`src/hdl/b58d_pkg.sv`:
```
package b58d_pkg;

    localparam int MAX_CHARS_DEF = 64;
    localparam int BUF_BYTES_DEF = 48;
    localparam int MAX_RESULTS   = 64;

    localparam int RADIX   = 58;
    localparam int DIGIT_W = 6;
    localparam int PROD_W  = 14;

    localparam logic [1:0] STATUS_OK       = 2'd0;
    localparam logic [1:0] STATUS_BAD_CHAR = 2'd1;
    localparam logic [1:0] STATUS_TOO_LONG = 2'd2;

    typedef enum logic [2:0] {
        S_IDLE,
        S_MUL,
        S_FIN,
        S_RD,
        S_LD
    } b58d_state_t;

    typedef struct packed {
        logic               ok;
        logic [DIGIT_W-1:0] digit;
    } b58d_digit_t;

    // Map an ASCII character onto its base58 digit.
    function automatic b58d_digit_t digit_of(input logic [7:0] ch);
        b58d_digit_t r;
        r.ok    = 1'b1;
        r.digit = '0;
        case (ch) inside
            [8'h31:8'h39]: r.digit = DIGIT_W'(ch - 8'h31);
            [8'h41:8'h48]: r.digit = DIGIT_W'(ch - 8'h41 + 8'd9);
            [8'h4A:8'h4E]: r.digit = DIGIT_W'(ch - 8'h4A + 8'd17);
            [8'h50:8'h5A]: r.digit = DIGIT_W'(ch - 8'h50 + 8'd22);
            [8'h61:8'h6B]: r.digit = DIGIT_W'(ch - 8'h61 + 8'd33);
            [8'h6D:8'h7A]: r.digit = DIGIT_W'(ch - 8'h6D + 8'd44);
            default:       r.ok    = 1'b0;
        endcase
        return r;
    endfunction

endpackage

```
`src/hdl/b58d_buf_mem.sv`:
```
module b58d_buf_mem #(
    parameter int DEPTH = 48
) (
    input  logic                       clk,
    input  logic                       we,
    input  logic [$clog2(DEPTH)-1:0]   waddr,
    input  logic [7:0]                 wdata,
    input  logic                       re,
    input  logic [$clog2(DEPTH)-1:0]   raddr,
    output logic [7:0]                 rdata
);

    logic [7:0] mem [DEPTH];

    always_ff @(posedge clk)
    begin
        if (we)
        begin
            mem[waddr] <= wdata;
        end
    end

    // Hold the last read word until the next read.
    always_ff @(posedge clk)
    begin
        if (re)
        begin
            rdata <= mem[raddr];
        end
    end

endmodule

```
`src/hdl/b58d_mac.sv`:
```
module b58d_mac (
    input  logic [7:0]                 data,
    input  logic [b58d_pkg::DIGIT_W-1:0] carry_in,
    output logic [7:0]                 byte_out,
    output logic [b58d_pkg::DIGIT_W-1:0] carry_out
);

    import b58d_pkg::*;

    logic [PROD_W-1:0] acc;

    // One column of buffer * 58 + carry; carry out never exceeds 57.
    assign acc       = PROD_W'(data) * PROD_W'(RADIX) + PROD_W'(carry_in);
    assign byte_out  = acc[7:0];
    assign carry_out = acc[PROD_W-1:8];

endmodule

```
`src/hdl/base58_decoder_unit.sv`:
```
// Streaming base58 decoder. Feed one ASCII character per request, in_last on the final
// one; the decoded big-endian bytes come out one per request, leading '1' characters
// giving zero bytes, out_last on the final byte. A bad character or a string longer
// than MAX_CHARS yields one result with out_byte 0 and the error in out_status. A valid
// character holds the input for the multiply-by-58 carry pass, which reads and writes
// back one byte of the buffer memory per cycle; a character that is rejected, or that
// arrives after an error, is taken without a pass. After the last character the block
// passes through a setup state, which also loads the lone error result of a failed string,
// and then for each decoded byte reads the buffer (leading zero bytes skip the read) and
// loads the output register, waiting while the output is stalled; at most 64 results are
// given per string. No clearing pass is needed after reset or between strings: the buffer
// is treated as zero until the first pass of a string rewrites it.
// A result waiting in the output register does not block new characters.
module base58_decoder_unit #(
    parameter int MAX_CHARS = b58d_pkg::MAX_CHARS_DEF,
    parameter int BUF_BYTES = b58d_pkg::BUF_BYTES_DEF
) (
    input  logic       clk,
    input  logic       rst_n,
    input  logic       in_valid,
    output logic       in_ready,
    input  logic [7:0] in_char,
    input  logic       in_last,
    output logic       out_valid,
    input  logic       out_ready,
    output logic [7:0] out_byte,
    output logic [1:0] out_status,
    output logic       out_last
);

    import b58d_pkg::*;

    localparam int ADDR_W  = $clog2(BUF_BYTES);
    localparam int FIRST_W = $clog2(BUF_BYTES + 1);
    localparam int CNT_W   = $clog2(MAX_CHARS + 1);
    localparam int TOT_W   = $clog2(MAX_CHARS + BUF_BYTES + MAX_RESULTS + 1);

    b58d_state_t state_reg, state_next;

    logic [CNT_W-1:0]   cnt_reg, cnt_next;
    logic [CNT_W-1:0]   leading_reg, leading_next;
    logic               still_reg, still_next;
    logic [1:0]         err_reg, err_next;
    logic               fresh_reg, fresh_next;
    logic               last_pend_reg, last_pend_next;
    logic [DIGIT_W-1:0] carry_reg, carry_next;
    logic [ADDR_W-1:0]  idx_reg, idx_next;
    logic [FIRST_W-1:0] first_reg, first_next;
    logic [ADDR_W-1:0]  rd_ptr_reg, rd_ptr_next;
    logic [TOT_W-1:0]   k_reg, k_next;
    logic [TOT_W-1:0]   total_reg, total_next;

    logic               out_valid_reg, out_valid_next;
    logic [7:0]         out_byte_reg, out_byte_next;
    logic [1:0]         out_status_reg, out_status_next;
    logic               out_last_reg, out_last_next;

    logic               mem_we, mem_re;
    logic [ADDR_W-1:0]  mem_waddr, mem_raddr;
    logic [7:0]         mem_wdata, mem_rdata;

    logic [7:0]         mac_data;
    logic [7:0]         mac_byte;
    logic [DIGIT_W-1:0] mac_carry;

    b58d_digit_t        dig;
    logic               accept;
    logic               too_long;
    logic               pass_start;
    logic               out_free;
    logic [FIRST_W-1:0] byte_cnt;
    logic [TOT_W-1:0]   sum_cnt;
    logic [TOT_W-1:0]   total_calc;
    logic               zero_phase;
    logic               final_k;

    b58d_buf_mem #(
        .DEPTH (BUF_BYTES)
    ) u_mem (
        .clk   (clk),
        .we    (mem_we),
        .waddr (mem_waddr),
        .wdata (mem_wdata),
        .re    (mem_re),
        .raddr (mem_raddr),
        .rdata (mem_rdata)
    );

    b58d_mac u_mac (
        .data      (mac_data),
        .carry_in  (carry_reg),
        .byte_out  (mac_byte),
        .carry_out (mac_carry)
    );

    // Shared decode of the current request and emission bookkeeping.
    assign dig        = digit_of(in_char);
    assign in_ready   = (state_reg == S_IDLE);
    assign accept     = in_valid && in_ready;
    assign too_long   = (cnt_reg >= CNT_W'(MAX_CHARS));
    assign pass_start = accept && (err_reg == STATUS_OK) && !too_long && dig.ok;
    assign out_free   = !out_valid_reg || out_ready;

    // Until the first pass of a string, the memory holds stale bytes: read them as zero.
    assign mac_data   = fresh_reg ? 8'd0 : mem_rdata;

    assign byte_cnt   = FIRST_W'(BUF_BYTES) - first_reg;
    assign sum_cnt    = TOT_W'(leading_reg) + TOT_W'(byte_cnt);
    assign total_calc = (sum_cnt > TOT_W'(MAX_RESULTS)) ? TOT_W'(MAX_RESULTS) : sum_cnt;
    assign zero_phase = (k_reg < TOT_W'(leading_reg));
    assign final_k    = (k_reg == total_reg - TOT_W'(1));

    // Next state.
    always_comb
    begin
        state_next = state_reg;
        case (state_reg)
            S_IDLE:
            begin
                if (pass_start)
                begin
                    state_next = S_MUL;
                end
                else if (accept && in_last)
                begin
                    state_next = S_FIN;
                end
            end
            S_MUL:
            begin
                if (idx_reg == '0)
                begin
                    state_next = last_pend_reg ? S_FIN : S_IDLE;
                end
            end
            S_FIN:
            begin
                if (err_reg != STATUS_OK)
                begin
                    if (out_free)
                    begin
                        state_next = S_IDLE;
                    end
                end
                else if (total_calc == '0)
                begin
                    state_next = S_IDLE;
                end
                else
                begin
                    state_next = S_RD;
                end
            end
            S_RD:
            begin
                state_next = S_LD;
            end
            S_LD:
            begin
                if (out_free)
                begin
                    state_next = final_k ? S_IDLE : S_RD;
                end
            end
            default:
            begin
                state_next = S_IDLE;
            end
        endcase
    end

    // Datapath, memory control and output register.
    always_comb
    begin
        cnt_next        = cnt_reg;
        leading_next    = leading_reg;
        still_next      = still_reg;
        err_next        = err_reg;
        fresh_next      = fresh_reg;
        last_pend_next  = last_pend_reg;
        carry_next      = carry_reg;
        idx_next        = idx_reg;
        first_next      = first_reg;
        rd_ptr_next     = rd_ptr_reg;
        k_next          = k_reg;
        total_next      = total_reg;
        out_valid_next  = out_valid_reg;
        out_byte_next   = out_byte_reg;
        out_status_next = out_status_reg;
        out_last_next   = out_last_reg;
        mem_we          = 1'b0;
        mem_waddr       = idx_reg;
        mem_wdata       = mac_byte;
        mem_re          = 1'b0;
        mem_raddr       = idx_reg;
        // Drop the held result once the sink takes it.
        if (out_valid_reg && out_ready)
        begin
            out_valid_next = 1'b0;
        end
        case (state_reg)
            S_IDLE:
            begin
                if (accept && (err_reg == STATUS_OK))
                begin
                    if (too_long)
                    begin
                        err_next = STATUS_TOO_LONG;
                    end
                    else
                    begin
                        cnt_next = cnt_reg + CNT_W'(1);
                        if (!dig.ok)
                        begin
                            err_next = STATUS_BAD_CHAR;
                        end
                        else
                        begin
                            if (still_reg && (in_char == 8'h31))
                            begin
                                leading_next = leading_reg + CNT_W'(1);
                            end
                            else
                            begin
                                still_next = 1'b0;
                            end
                            // Start the carry pass at the least significant byte.
                            mem_re         = 1'b1;
                            mem_raddr      = ADDR_W'(BUF_BYTES - 1);
                            idx_next       = ADDR_W'(BUF_BYTES - 1);
                            carry_next     = dig.digit;
                            first_next     = FIRST_W'(BUF_BYTES);
                            last_pend_next = in_last;
                        end
                    end
                end
            end
            S_MUL:
            begin
                // Write back this byte while the next one is read: addresses never meet.
                mem_we     = 1'b1;
                carry_next = mac_carry;
                if (mac_byte != 8'd0)
                begin
                    first_next = FIRST_W'(idx_reg);
                end
                if (idx_reg == '0)
                begin
                    fresh_next = 1'b0;
                end
                else
                begin
                    mem_re    = 1'b1;
                    mem_raddr = idx_reg - ADDR_W'(1);
                    idx_next  = idx_reg - ADDR_W'(1);
                end
            end
            S_FIN:
            begin
                total_next  = total_calc;
                k_next      = '0;
                rd_ptr_next = ADDR_W'(first_reg);
                if (err_reg != STATUS_OK)
                begin
                    if (out_free)
                    begin
                        out_valid_next  = 1'b1;
                        out_byte_next   = 8'd0;
                        out_status_next = err_reg;
                        out_last_next   = 1'b1;
                    end
                end
            end
            S_RD:
            begin
                if (!zero_phase)
                begin
                    mem_re    = 1'b1;
                    mem_raddr = rd_ptr_reg;
                end
            end
            S_LD:
            begin
                if (out_free)
                begin
                    out_valid_next  = 1'b1;
                    out_byte_next   = zero_phase ? 8'd0 : mem_rdata;
                    out_status_next = STATUS_OK;
                    out_last_next   = final_k;
                    k_next          = k_reg + TOT_W'(1);
                    if (!zero_phase)
                    begin
                        rd_ptr_next = rd_ptr_reg + ADDR_W'(1);
                    end
                end
            end
            default:
            begin
            end
        endcase
        // Clear the string state once its results are out.
        if ((state_reg != S_IDLE) && (state_next == S_IDLE) && (state_reg != S_MUL))
        begin
            cnt_next       = '0;
            leading_next   = '0;
            still_next     = 1'b1;
            err_next       = STATUS_OK;
            fresh_next     = 1'b1;
            last_pend_next = 1'b0;
            first_next     = FIRST_W'(BUF_BYTES);
        end
    end

    always_ff @(posedge clk or negedge rst_n)
    begin
        if (!rst_n)
        begin
            state_reg     <= S_IDLE;
            cnt_reg       <= '0;
            leading_reg   <= '0;
            still_reg     <= 1'b1;
            err_reg       <= STATUS_OK;
            fresh_reg     <= 1'b1;
            last_pend_reg <= 1'b0;
            first_reg     <= FIRST_W'(BUF_BYTES);
            k_reg         <= '0;
            total_reg     <= '0;
            out_valid_reg <= 1'b0;
        end
        else
        begin
            state_reg     <= state_next;
            cnt_reg       <= cnt_next;
            leading_reg   <= leading_next;
            still_reg     <= still_next;
            err_reg       <= err_next;
            fresh_reg     <= fresh_next;
            last_pend_reg <= last_pend_next;
            first_reg     <= first_next;
            k_reg         <= k_next;
            total_reg     <= total_next;
            out_valid_reg <= out_valid_next;
        end
    end

    always_ff @(posedge clk)
    begin
        carry_reg      <= carry_next;
        idx_reg        <= idx_next;
        rd_ptr_reg     <= rd_ptr_next;
        out_byte_reg   <= out_byte_next;
        out_status_reg <= out_status_next;
        out_last_reg   <= out_last_next;
    end

    assign out_valid  = out_valid_reg;
    assign out_byte   = out_byte_reg;
    assign out_status = out_status_reg;
    assign out_last   = out_last_reg;

    // The carry pass never reads the entry it writes back.
    assert property (@(posedge clk) disable iff (!rst_n)
        (mem_we && mem_re) |-> (mem_waddr != mem_raddr))
        else $error("buffer read and write hit the same entry");

    // An error result is a lone zero byte that closes the string.
    assert property (@(posedge clk) disable iff (!rst_n)
        (out_valid && (out_status != STATUS_OK)) |-> (out_last && (out_byte == 8'd0)))
        else $error("error result is not a single last zero byte");

    // Emission stays inside the result count fixed in the setup state after the last character.
    assert property (@(posedge clk) disable iff (!rst_n)
        ((state_reg == S_RD) || (state_reg == S_LD)) |-> (k_reg < total_reg))
        else $error("result index ran past the result count");

    // The first nonzero position never points beyond the buffer.
    assert property (@(posedge clk) disable iff (!rst_n)
        first_reg <= FIRST_W'(BUF_BYTES))
        else $error("first nonzero position out of range");

endmodule
```
`config.mk`:
```
export PLATFORM = sky130hd
export DESIGN_NAME = base58_decoder_unit
export DESIGN_NICKNAME = d
export VERILOG_FILES = /design/src/hdl/b58d_pkg.sv /design/src/hdl/b58d_buf_mem.sv /design/src/hdl/b58d_mac.sv /design/src/hdl/base58_decoder_unit.sv
export SDC_FILE = /design/constraint.sdc
export NUM_CORES = 1
export LEC_CHECK = 0
export BUFFER_PORTS_ARGS = -buffer_cell sky130_fd_sc_hd__buf_2
export CAP_MARGIN = 25
export CORE_MARGIN = 2
export CORE_UTILIZATION = 50
export CTS_BUF_LIST = sky130_fd_sc_hd__clkbuf_8
export DETAILED_ROUTE_END_ITERATION = 6
export PLACE_DENSITY_LB_ADDON = 0.12
export SLEW_MARGIN = 20
export SYNTH_ARGS = -nofsm -noshare
export SYNTH_HDL_FRONTEND = slang
export SYNTH_SLANG_ARGS = --single-unit
```
`constraint.sdc`:
```
create_clock -name clk -period 5.5 [get_ports clk]
set_clock_uncertainty 0.2 [all_clocks]
set_input_delay 0.825 -clock clk [delete_from_list [all_inputs] [get_ports clk]]
set_output_delay 0.825 -clock clk [all_outputs]
set_load 0.02 [all_outputs]
```
==> results by group, run 1 <==
Timing
  – Final Hold Vio Count: 0
  – Hold Slack: between 200 and 250 ps
  – Final total negative setup slack: 0 ps
  – Setup-failing EPs final: 0
  – Slew margin rel.: about two fifths
  – Final slew viol count: 0
  – Tmin final: slightly above 5000 ps
  – FMAX: 193.6 MHz
  – RSZ-0062 raised after global routing: no
  – Crit share post-route: 93.94%
  – Worst-margin pin slew: 913.0 ps

Clock tree
  – Clock tree buffer depth: 3
  – CTS sink cnt: between 400 and 500
  – Clock slew at reported path FFs: roughly 60 ps
  – Cts bufs inserted: 79
  – CTS tree: done
  – CTS Hold Buffers Added: 1
  – CTS H-tree depth: 3
  – Post-CTS Resized: 0
  – Root Driver: clkbuf_8
  – Worst-Skew Late Latency: 660 ps
  – Setup bufs post-CTS: 0

Routing
  – Initial DRC count: around 960
  – DR vias: 13970
  – Routed wire length: 54.60 mm
  – WL/cell: 22.40 um
  – Drt pass-1 iters: 6
  – Via/cell ratio: roughly 5.7
  – Residual DRC: 0
  – Antenna Nets Post-Route: 0

Synth
  – Synth unique cells: 88
  – Register area share after synthesis: 61.88%
  – #FFs+latches synth: 466
  – Top FF cell, synth: edfxtp_1
  – Number of synthesized flops with an enable pin: 421
  – Syn Inst Count: 1722
  – Avg Inst Size Synth: between 10 and 15 um2
  – Cell Area, Synth: 22260 um2
  – Total number of yosys warnings: 0
  – Ys async rst share: 9.657%
  – Mapped Nets: 1810

Cells and area
  – Fraction of layout instances using a drive strength above 1: between 10 and 15%
  – Final core occ: 56.14%
  – FF+latch area: 13770 um2
  – Max FFs per register: 384
  – Reg with most FFs: u_mem.mem
  – Antenna cell count: 0
  – Filler cells: 3761
  – Final net count: around 1900
  – Multi-input gate area: 7940 um2
  – P&R area growth vs syn: 11.31%

Power
  – Pwr Density: 601.3 nW/um2
  – Tot Pwr: 14900 uW
  – Internal Pwr Total: 8787 uW
  – Seq pwr share: 32.8%
  – Clock power share: between 15 and 20%
  – Peak supply drop: 0.3607 mV
  – Leak pwr: between 0.009 and 0.01 uW
  – Sw Share: 41.01%
  – Combinational share of power: 47.2%
  – Psw: 6109 uW

Flow run
  – Max Cap Viol: 0

Setup path
  – R2R Setup Slk: 330 ps
  – CP required: just under 6000 ps
  – Arrival @ worst endpoint: 5510 ps
  – Worst setup EP type: flip-flop
  – Worst Path Max Fanout: 9
  – CP Class: reg -> reg
  – Startpoint Class: flip-flop

Place
  – DP HPWL: around 37 mm
  – RD Place Congestion: 0.9655
  – # port buffers: 25

Global route
  – First-pass GRT wire length: 84.12 mm
  – Remaining Overflow, GRT: 0
  – Via count of the first global-routing pass: 14190
  – Largest net degree at the start of global routing: 50
  – Antenna violations before repair: 0
  – Gr usage total: 24.09%

Die
  – Die Y-Extent: around 210 um
  – Chip width: 215.0 um
  – Die Area: 46220 um2
  – Top Ports: 26
  – Number of core rows: 77
  – Initial Utilization: about half
  – Core Box Area: 44120 um2

Status
  – Status: complete, no violations

Worst hold path
  – Worst Hold Class: in -> reg
[logic make-up (layout without fill, tap and decap cells)]
family	after synthesis	after routing	synth area share, %
compound gates	271	271	8.894
fa+ha+maj	75	75	4.655
xor+xnor	62	62	2.502
flops	466	466	61.88
simple gates	523	523	11.06
mux	171	171	8.056
buf+inv	154	277	2.951
[path summary, 6_finish.rpt]
path                                          start                  endpoint  cells past startpoint
max in group asynchronous                     rst_n  first_reg[4]$_DFFE_PN1P_                      3
setup reg to reg              fresh_reg$_DFFE_PN1P_  first_reg[0]$_DFFE_PN0P_                     15
hold reg to reg            total_reg[7]$_DFFE_PN0P_  total_reg[7]$_DFFE_PN0P_                      1
min in group asynchronous                     rst_n      k_reg[1]$_DFFE_PN0P_                      2
hold / removal                             in_valid    err_reg[1]$_DFFE_PN0P_                      3
setup / recovery              fresh_reg$_DFFE_PN1P_  first_reg[0]$_DFFE_PN0P_                     15
[critical path, cell delays in order, from the launching register on]
cell	delay, ps
dfstp_2	590
nand2b_1	170
inv_1	140
fa_1	560
ha_1	230
ha_1	300
inv_1	60
fa_1	540
inv_1	40
ha_1	290
and2_1	180
o21ai_0	510
xor2_4	130
o41ai_1	630
nand2b_1	160
mux2_1	330
[cells in the final DEF, fill, tap and decap left out, types with 20 or more instances in the layout]
| cell | Yosys | layout |
|---|---|---|
| dfrtp_1 | 41 | 41 |
| mux2i_1 | 106 | 106 |
| inv_1 | 66 | 84 |
| xnor2_1 | 42 | 39 |
| nand2_1 | 175 | 175 |
| nand3_1 | 73 | 72 |
| buf_2 | 35 | 25 |
| buf_4 | 3 | 36 |
| clkinv_1 | 0 | 22 |
| o21ai_0 | 65 | 65 |
| nor2_1 | 130 | 129 |
| nor3_1 | 21 | 20 |
| clkbuf_8 | 0 | 82 |
| ha_1 | 62 | 61 |
| o22ai_1 | 20 | 20 |
| edfxtp_1 | 421 | 421 |
| a22o_1 | 20 | 20 |
| a21oi_1 | 54 | 53 |
| mux2_2 | 48 | 48 |
[cells in the mapped netlist, types with 17 or more instances]
master | count | area, um2
o21ai_0 | 65 | 325.3
a22o_1 | 20 | 175.2
xnor2_1 | 42 | 367.9
edfxtp_1 | 421 | 12640
clkbuf_1 | 43 | 161.4
nor3_1 | 21 | 105.1
buf_2 | 35 | 175.2
a21oi_1 | 54 | 270.3
mux2i_1 | 106 | 1061
and3_1 | 17 | 106.4
nand4_1 | 18 | 112.6
nand2_1 | 175 | 656.9
o211a_1 | 17 | 170.2
o22ai_1 | 20 | 125.1
mux2_1 | 17 | 191.4
inv_1 | 66 | 247.7
xor2_1 | 19 | 166.4
dfrtp_1 | 41 | 1026
ha_1 | 62 | 775.7
mux2_2 | 48 | 540.5
nand3_1 | 73 | 365.4
nor2_1 | 130 | 488.0
[power by group through the flow]
stage	clock network [uW]	registers (uW)	logic, uW
global placement	0	4950	6960
global route	3190	4920	7570
floorplan	0	4870	4720
detailed placement	0	4950	7020
finish	2970	4890	7040
CTS	3040	4880	7050
[per-stage QoR]
stage	cell area, um2	worst slack, ps	std cells
floorplan	22270	280.8	1722
global placement	23230	391.6	2295
detailed placement	23260	264.8	2297
CTS	24760	247.0	2437
global route	24770	78.95	2437
finish	24770	333.4	2437
[layer usage]
| metal | GRT usage, % | part of all wire [%] |
|---|---|---|
| met1 | 31.14 | 41 |
| met2 | 39.55 | 48 |
| met3 | 5.124 | 6.7 |
| met4 | 10.30 | 3.6 |
| met5 | 0 | 0 |
[cell type report]
cell class,instances,area share [%]
sequential,466,55.60
clock buffer,82,4.556
inverter,67,1.015
multi-input combinational,1102,32.05
tap,592,2.990
timing repair buffer,71,2.328
clock inverter,57,1.465
No activity file was read; power rests on OpenSTA's default activity.
==> run 2, diff against run 1 <==
CAP_MARGIN = 20   (was 25)
CTS_BUF_LIST = not set   (was sky130_fd_sc_hd__clkbuf_8)
RECOVER_POWER = 50   (was not set)
==> run 2 against run 1 <==
Total power increased by 2.6%. Utilization up 0.094 points. Via count is 1.7% lower. Sequential cell count unchanged. The run now ends with capacitance limit, slew limit left. Hold slack improved by 67 ps.
==> results by group, run 2 (synthesis results as in run 1) <==
Routing
  – Via/cell ratio: 5.761 (+0.49%)
  – Initial DRC count: 1014 (+6.2%)
  – Antenna Nets Post-Route: 0 (unchanged)
  – Routed wire length: 54.15 mm (-0.82%)
  – WL/cell: 22.71 um (+1.4%)
  – Residual DRC: 0 (unchanged)
  – DR vias: 13730 (-1.7%)
  – Drt pass-1 iters: 5 (-1)

Timing
  – Tmin final: 5153 ps (-13.55 ps)
  – Hold Slack: 309.3 ps (+67.28 ps)
  – Final slew viol count: 245 (+245)
  – FMAX: 194.1 MHz (+0.26%)
  – Slew margin rel.: -72.45% (-110 points)
  – Final total negative setup slack: 0 ps (unchanged)
  – RSZ-0062 raised after global routing: no
  – Crit share post-route: 93.69% (-0.25 points)
  – Final Hold Vio Count: 0 (unchanged)
  – Worst-margin pin slew: 2587 ps (+1674 ps)
  – Setup-failing EPs final: 0 (unchanged)

Worst hold path
  – Worst Hold Class: reg -> reg
  – Worst hold path depth: 1 (-2)

Power
  – Combinational share of power: 45.6% (-1.6 points)
  – Sw Share: 39.70% (-1.3 points)
  – Clock power share: 22.3% (+2.4 points)
  – Leak pwr: 0.009320 uW (-1.3%)
  – Internal Pwr Total: 9211 uW (+4.8%)
  – Pwr Density: 615.6 nW/um2 (+2.4%)
  – Seq pwr share: 32.2% (-0.6 points)
  – Tot Pwr: 15280 uW (+2.6%)
  – Psw: 6066 uW (-0.71%)
  – Peak supply drop: 0.3520 mV (-2.4%)

Clock tree
  – Cts bufs inserted: 49 (-38%)
  – CTS Hold Buffers Added: 0 (-1)
  – CTS H-tree depth: 2 (-1)
  – Worst-Skew Late Latency: 590 ps (-70 ps)
  – Root Driver: clkbuf_16
  – Clock slew at reported path FFs: 70 ps (about the same)
  – CTS tree: done
  – Post-CTS Resized: 0 (unchanged)
  – CTS sink cnt: 466 (unchanged)
  – Setup bufs post-CTS: 0 (unchanged)
  – Clock tree buffer depth: 3 (unchanged)

Setup path
  – Worst Path Max Fanout: 9 (unchanged)
  – R2R Setup Slk: 350 ps (about the same)
  – WP buf/inv: 4 (+1)
  – Arrival @ worst endpoint: 5410 ps (-100 ps)
  – Reg2reg path depth: 16 (+1)
  – Cell family with most CP delay: adder cells
  – Critical path depth: 16 (+1)
  – CP required: 5760 ps (-80 ps)
  – Worst setup EP type: flip-flop
  – Max incr delay on CP: 590 ps (-40 ps)
  – CP Class: reg -> reg
  – Crit-path slowest cell: dfstp_2
  – CP Cell Sequence: nand2b_1 > inv_1 > fa_1 > ha_1 > ha_1 > inv_1 > fa_1 > inv_1 > ha_1 > and2_1 > o21ai_0 > xor2_4 > o41ai_1 > nand2b_1 > buf_4 > mux2i_1
  – Startpoint Class: flip-flop

Cells and area
  – Max FFs per register: 384 (unchanged)
  – Commonest cells after routing, fill and taps aside: edfxtp_1 (421), nand2_1 (175), nor2_1 (129)
  – P&R area growth vs syn: 11.50%
  – Commonest non-fill, non-tap cell in the layout: edfxtp_1
  – Antenna cell count: 0 (unchanged)
  – Fraction of layout instances using a drive strength above 1: 12.00% (-2.7 points)
  – Reg with most FFs: u_mem.mem
  – Final net count: 1842 (-1.8%)
  – Fin area: 24820 um2 (+0.17%)

Global route
  – Gr usage total: 23.72% (-0.37 points)
  – Antenna violations before repair: 0 (unchanged)
  – Remaining Overflow, GRT: 0 (unchanged)
  – Met2 Usage GRT: 39.84% (+0.29 points)
  – Via count of the first global-routing pass: 13860 (-2.3%)
  – GRT Max-Usage Layer: met2
  – Largest net degree at the start of global routing: 50 (unchanged)
  – Met1 usage: 31.40% (+0.26 points)
  – Met3 GRT Util: 4.303% (-0.82 points)
  – First-pass GRT wire length: 83.19 mm (-1.1%)

Place
  – # port buffers: 25 (unchanged)
  – RD Place Congestion: 0.9655 (unchanged)
  – DP HPWL: 36.72 mm (about the same)
  – Placement-stage cell area: 23230 um2 (-0.13%)

Die
  – Number of core rows: 77 (unchanged)
  – Core Box Area: 44120 um2 (unchanged)
  – Initial Utilization: 50.44% (unchanged)
  – Chip width: 215.0 um (unchanged)
  – Die Area: 46220 um2 (unchanged)
  – Die Y-Extent: 215.0 um (unchanged)
  – Top Ports: 26 (unchanged)

Flow run
  – Max Cap Viol: 5 (+5)

Status
  – Failing checks: capacitance limit, slew limit
  – Status: complete, but fails checks
-- run 2: power groups by stage --
| stage | Combinational, uW | Sequential [uW] | Clock (uW) |
|---|---|---|---|
| finish | 6960 | 4910 | 3400 |
| global route | 7490 | 4940 | 3600 |
| CTS | 7030 | 4880 | 3460 |
| detailed placement | 7000 | 4950 | 0 |
| global placement | 6960 | 4950 | 0 |
| floorplan | 4720 | 4870 | 0 |
-- run 2: layout make-up --
class                           count  area (um2)
Fill cell                        3723       19310
Sequential cell                   466       13770
Multi-Input combinational cell   1102        7911
Clock buffer                       55        1259
Tap cell                          592       740.7
Timing Repair Buffer               68       485.5
Clock inverter                     34       394.1
Inverter                           67       251.5
-- run 2: worst paths after layout --
kind,start,end
worst max-delay path,fresh_reg$_DFFE_PN1P_,first_reg[2]$_DFFE_PN0P_
worst min-delay path,still_reg$_DFFE_PN1P_,still_reg$_DFFE_PN1P_
worst max register to register,fresh_reg$_DFFE_PN1P_,first_reg[2]$_DFFE_PN0P_
worst min register to register,still_reg$_DFFE_PN1P_,still_reg$_DFFE_PN1P_
max in group asynchronous,rst_n,cnt_reg[1]$_DFFE_PN0P_
min in group asynchronous,rst_n,leading_reg[3]$_DFFE_PN0P_
-- run 2: metrics by stage --
| step | worst slack [ps] | std cells | utilization [%] |
|---|---|---|---|
| floorplan | 280.8 | 1722 | - |
| global placement | 391.6 | 2295 | 52.65 |
| detailed placement | 294.1 | 2295 | 52.65 |
| CTS | 272.1 | 2384 | 56.39 |
| global route | 75.80 | 2384 | 56.24 |
| finish | 347.0 | 2384 | 56.24 |
-- run 2: worst register-to-register path: stages, from the launching register on --
cell	delay [ps]
dfstp_2	590
nand2b_1	170
inv_1	140
fa_1	560
ha_1	220
ha_1	290
inv_1	60
fa_1	530
inv_1	50
ha_1	300
and2_1	180
o21ai_0	530
xor2_4	130
o41ai_1	580
nand2b_1	160
buf_4	200
mux2i_1	120
-- run 2: metal layers --
metal | wire length (um) | up-vias
met3 | 3172 | 86
li1 | - | 6457
met4 | 1537 | 0
met5 | 0 | -
met1 | 22960 | 6793
met2 | 26480 | 398
==> run 3, diff against run 2 <==
CELL_PAD_IN_SITES_DETAIL_PLACEMENT = 1   (was not set)
CELL_PAD_IN_SITES_GLOBAL_PLACEMENT = 2   (was not set)
CORE_UTILIZATION = 41   (was 50)
==> run 3 against run 2 <==
Utilization is 9.7 points lower. Critical path depth is 1 lower. Final cell count is 4.8% higher. Die area is 22% higher. Non-clock buffer count is 8 higher. Clock power is 2% lower. Combinational power is 2% higher. The flow still finishes with violations (capacitance limit, slew limit). Design area is 0.67% higher. Maximum frequency is 0.75% lower. Highest routed layer is now met5. Setup slack worse by 39 ps.
==> results by group, run 3 (synthesis results as in run 1) <==
Global route
  – Remaining Overflow, GRT: 0 (unchanged)
  – Via count of the first global-routing pass: 14870 (+7.3%)
  – Largest net degree at the start of global routing: 63 (+26%)
  – Gr usage total: 21.39% (-2.3 points)
  – Antenna violations before repair: 4 (+4)
  – First-pass GRT wire length: 90.78 mm (+9.1%)

Routing
  – WL/cell: 23.64 um (+4.1%)
  – Initial DRC count: 769 (-24%)
  – DR vias: 13940 (+1.5%)
  – Residual DRC: 0 (unchanged)
  – Routed wire length: 59.08 mm (+9.1%)
  – Antenna Nets Post-Route: 0 (unchanged)
  – Drt pass-1 iters: 5 (unchanged)
  – Via/cell ratio: 5.577 (-3.2%)

Setup path
  – Worst r2r dst: first_reg[0]$_DFFE_PN0P_
  – Worst Path Max Fanout: 9 (unchanged)
  – RR Startpoint: fresh_reg$_DFFE_PN1P_
  – CP required: 5760 ps (about the same)
  – R2R Setup Slk: 310 ps (-40 ps)
  – Worst setup EP type: flip-flop
  – Arrival @ worst endpoint: 5450 ps (+40 ps)
  – Startpoint Class: flip-flop
  – Reg2reg path depth: 15 (-1)
  – CP Class: reg -> reg

Die
  – Initial Utilization: 41.44% (-9.0 points)
  – Die Y-Extent: 237.0 um (+10%)
  – Top Ports: 26 (unchanged)
  – Number of core rows: 85 (+10%)
  – Chip width: 237.0 um (+10%)
  – Core Box Area: 53710 um2 (+22%)
  – Die Area: 56160 um2 (+22%)

Timing
  – Final total negative setup slack: 0 ps (unchanged)
  – Setup-failing EPs final: 0 (unchanged)
  – RSZ-0062 raised after global routing: no
  – Tmin final: 5192 ps (+39.00 ps)
  – Crit share post-route: 94.40% (+0.71 points)
  – Slew margin rel.: -77.47% (-5.0 points)
  – Final Hold Vio Count: 0 (unchanged)
  – Final slew viol count: 245 (unchanged)
  – Worst Slack Setup Final: 308.0 ps (-39.00 ps)
  – Worst-margin pin slew: 2662 ps (+75.31 ps)
  – Hold Slack: 312.8 ps (+3.498 ps)
  – FMAX: 192.6 MHz (-0.75%)

Worst hold path
  – Worst Hold End: still_reg$_DFFE_PN1P_
  – Worst Hold Class: reg -> reg
  – Worst hold path depth: 1 (unchanged)
  – Start point of the worst hold path: still_reg$_DFFE_PN1P_

Clock tree
  – Root Driver: clkbuf_16
  – CTS tree: done
  – Setup bufs post-CTS: 0 (unchanged)
  – CTS sink cnt: 466 (unchanged)
  – Cts bufs inserted: 51 (+4.1%)
  – CTS Hold Buffers Added: 0 (unchanged)
  – Worst-Skew Late Latency: 600 ps (about the same)
  – Clock slew at reported path FFs: 60 ps (about the same)
  – Clock tree buffer depth: 3 (unchanged)
  – CTS H-tree depth: 2 (unchanged)

Place
  – Placement-stage cell area: 23420 um2 (+0.83%)
  – # port buffers: 25 (unchanged)
  – Dpl ws: 239.4 ps (-54.73 ps)
  – RD Place Congestion: 0.8101 (-16%)
  – DP HPWL: 40.30 mm (+9.7%)

Cells and area
  – Fraction of layout instances using a drive strength above 1: 12.59% (+0.59 points)
  – Commonest cells after routing, fill and taps aside: edfxtp_1 (421), nand2_1 (175), nor2_1 (128)
  – Fin area: 24980 um2 (+0.67%)
  – Antenna cell count: 0 (unchanged)
  – Final net count: 1852 (+0.54%)
  – Max FFs per register: 384 (unchanged)
  – Commonest non-fill, non-tap cell in the layout: edfxtp_1
  – Reg with most FFs: u_mem.mem
  – P&R area growth vs syn: 12.24%

Power
  – Pwr Density: 615.4 nW/um2 (about the same)
  – Leak pwr: 0.009347 uW (+0.29%)
  – Peak supply drop: 0.2673 mV (-24%)

Status
  – Failing checks: capacitance limit, slew limit
  – Status: complete, but fails checks

Flow run
  – Max Cap Viol: 5 (unchanged)
==> run 3: cell count changes in the layout (fill, tap and decap cells not counted), sizes merged <==
cell / previous run / this run
buf: 46 / 56
clkinv: 17 / 24
bufinv: 8 / 4
inv: 70 / 68
clkbuf: 77 / 78
clkinvlp: 6 / 5
==> run 3: worst max path at each step <==
stage / endpoint / startpoint / slack (ps)
2_1_floorplan: first_reg[0]$_DFFE_PN0P_ / fresh_reg$_DFFE_PN1P_ / 280
3_3_place_gp: first_reg[0]$_DFFE_PN0P_ / fresh_reg$_DFFE_PN1P_ / 300
3_5_place_dp: first_reg[0]$_DFFE_PN0P_ / fresh_reg$_DFFE_PN1P_ / 240
4_1_cts: first_reg[0]$_DFFE_PN0P_ / fresh_reg$_DFFE_PN1P_ / 220
5_1_grt: first_reg[0]$_DFFE_PN0P_ / fresh_reg$_DFFE_PN1P_ / 30
6_report: first_reg[0]$_DFFE_PN0P_ / fresh_reg$_DFFE_PN1P_ / 310
==> run 3: layer usage <==
layer | GRT usage, % | vias up | part of all wire, %
met4 | 6.406 | 2 | 2.5
met3 | 3.451 | 93 | 3.9
met1 | 28.29 | 7131 | 45
li1 | - | 6464 | -
met2 | 36.27 | 248 | 49
met5 | 0 | - | 0.022
==> run 3: through the flow <==
stage / cells / total power, uW / utilization, %
final: 2499 / 15370 / 46.51
after global routing: 2499 / 16250 / 46.51
after CTS: 2499 / 15550 / 46.60
after detailed placement: 2407 / 12180 / 43.61
after global placement: 2407 / 12090 / 43.61
after floorplan: 1722 / 9586 / -
==> run 3: critical path, stage by stage (launching register included) <==
cell and delay, ps:
dfstp_2 620, nand2b_1 180, inv_1 130, fa_1 550, ha_1 220, ha_1 300
inv_1 70, fa_1 540, inv_1 40, ha_1 300, and2_1 180, o21ai_0 520
xor2_4 130, o41ai_1 580, nand2b_1 160, mux2_1 350
==> run 3: final cells by class <==
type	instances	area [um2]
clock buffer	58	1303
clock inverter	34	304.0
fill	5489	28730
inverter	67	251.5
multi-input combinational	1102	7928
sequential	466	13770
tap	696	870.8
timing repair buffer	76	550.5
==> run 3: report_power, final <==
group          internal [uW]  leakage, uW  switching (uW)  total (uW)
registers               4650      0.00443             259        4910
clock network           1890     0.000773            1430        3330
logic                   2560      0.00414            4570        7130
==> run 3: timing repair <==
action | 4_1_cts | 5_1_grt
resized for setup | 0 | 1
hold endpoints to repair | 0 | 0
endpoints found under the setup margin | 0 | 1
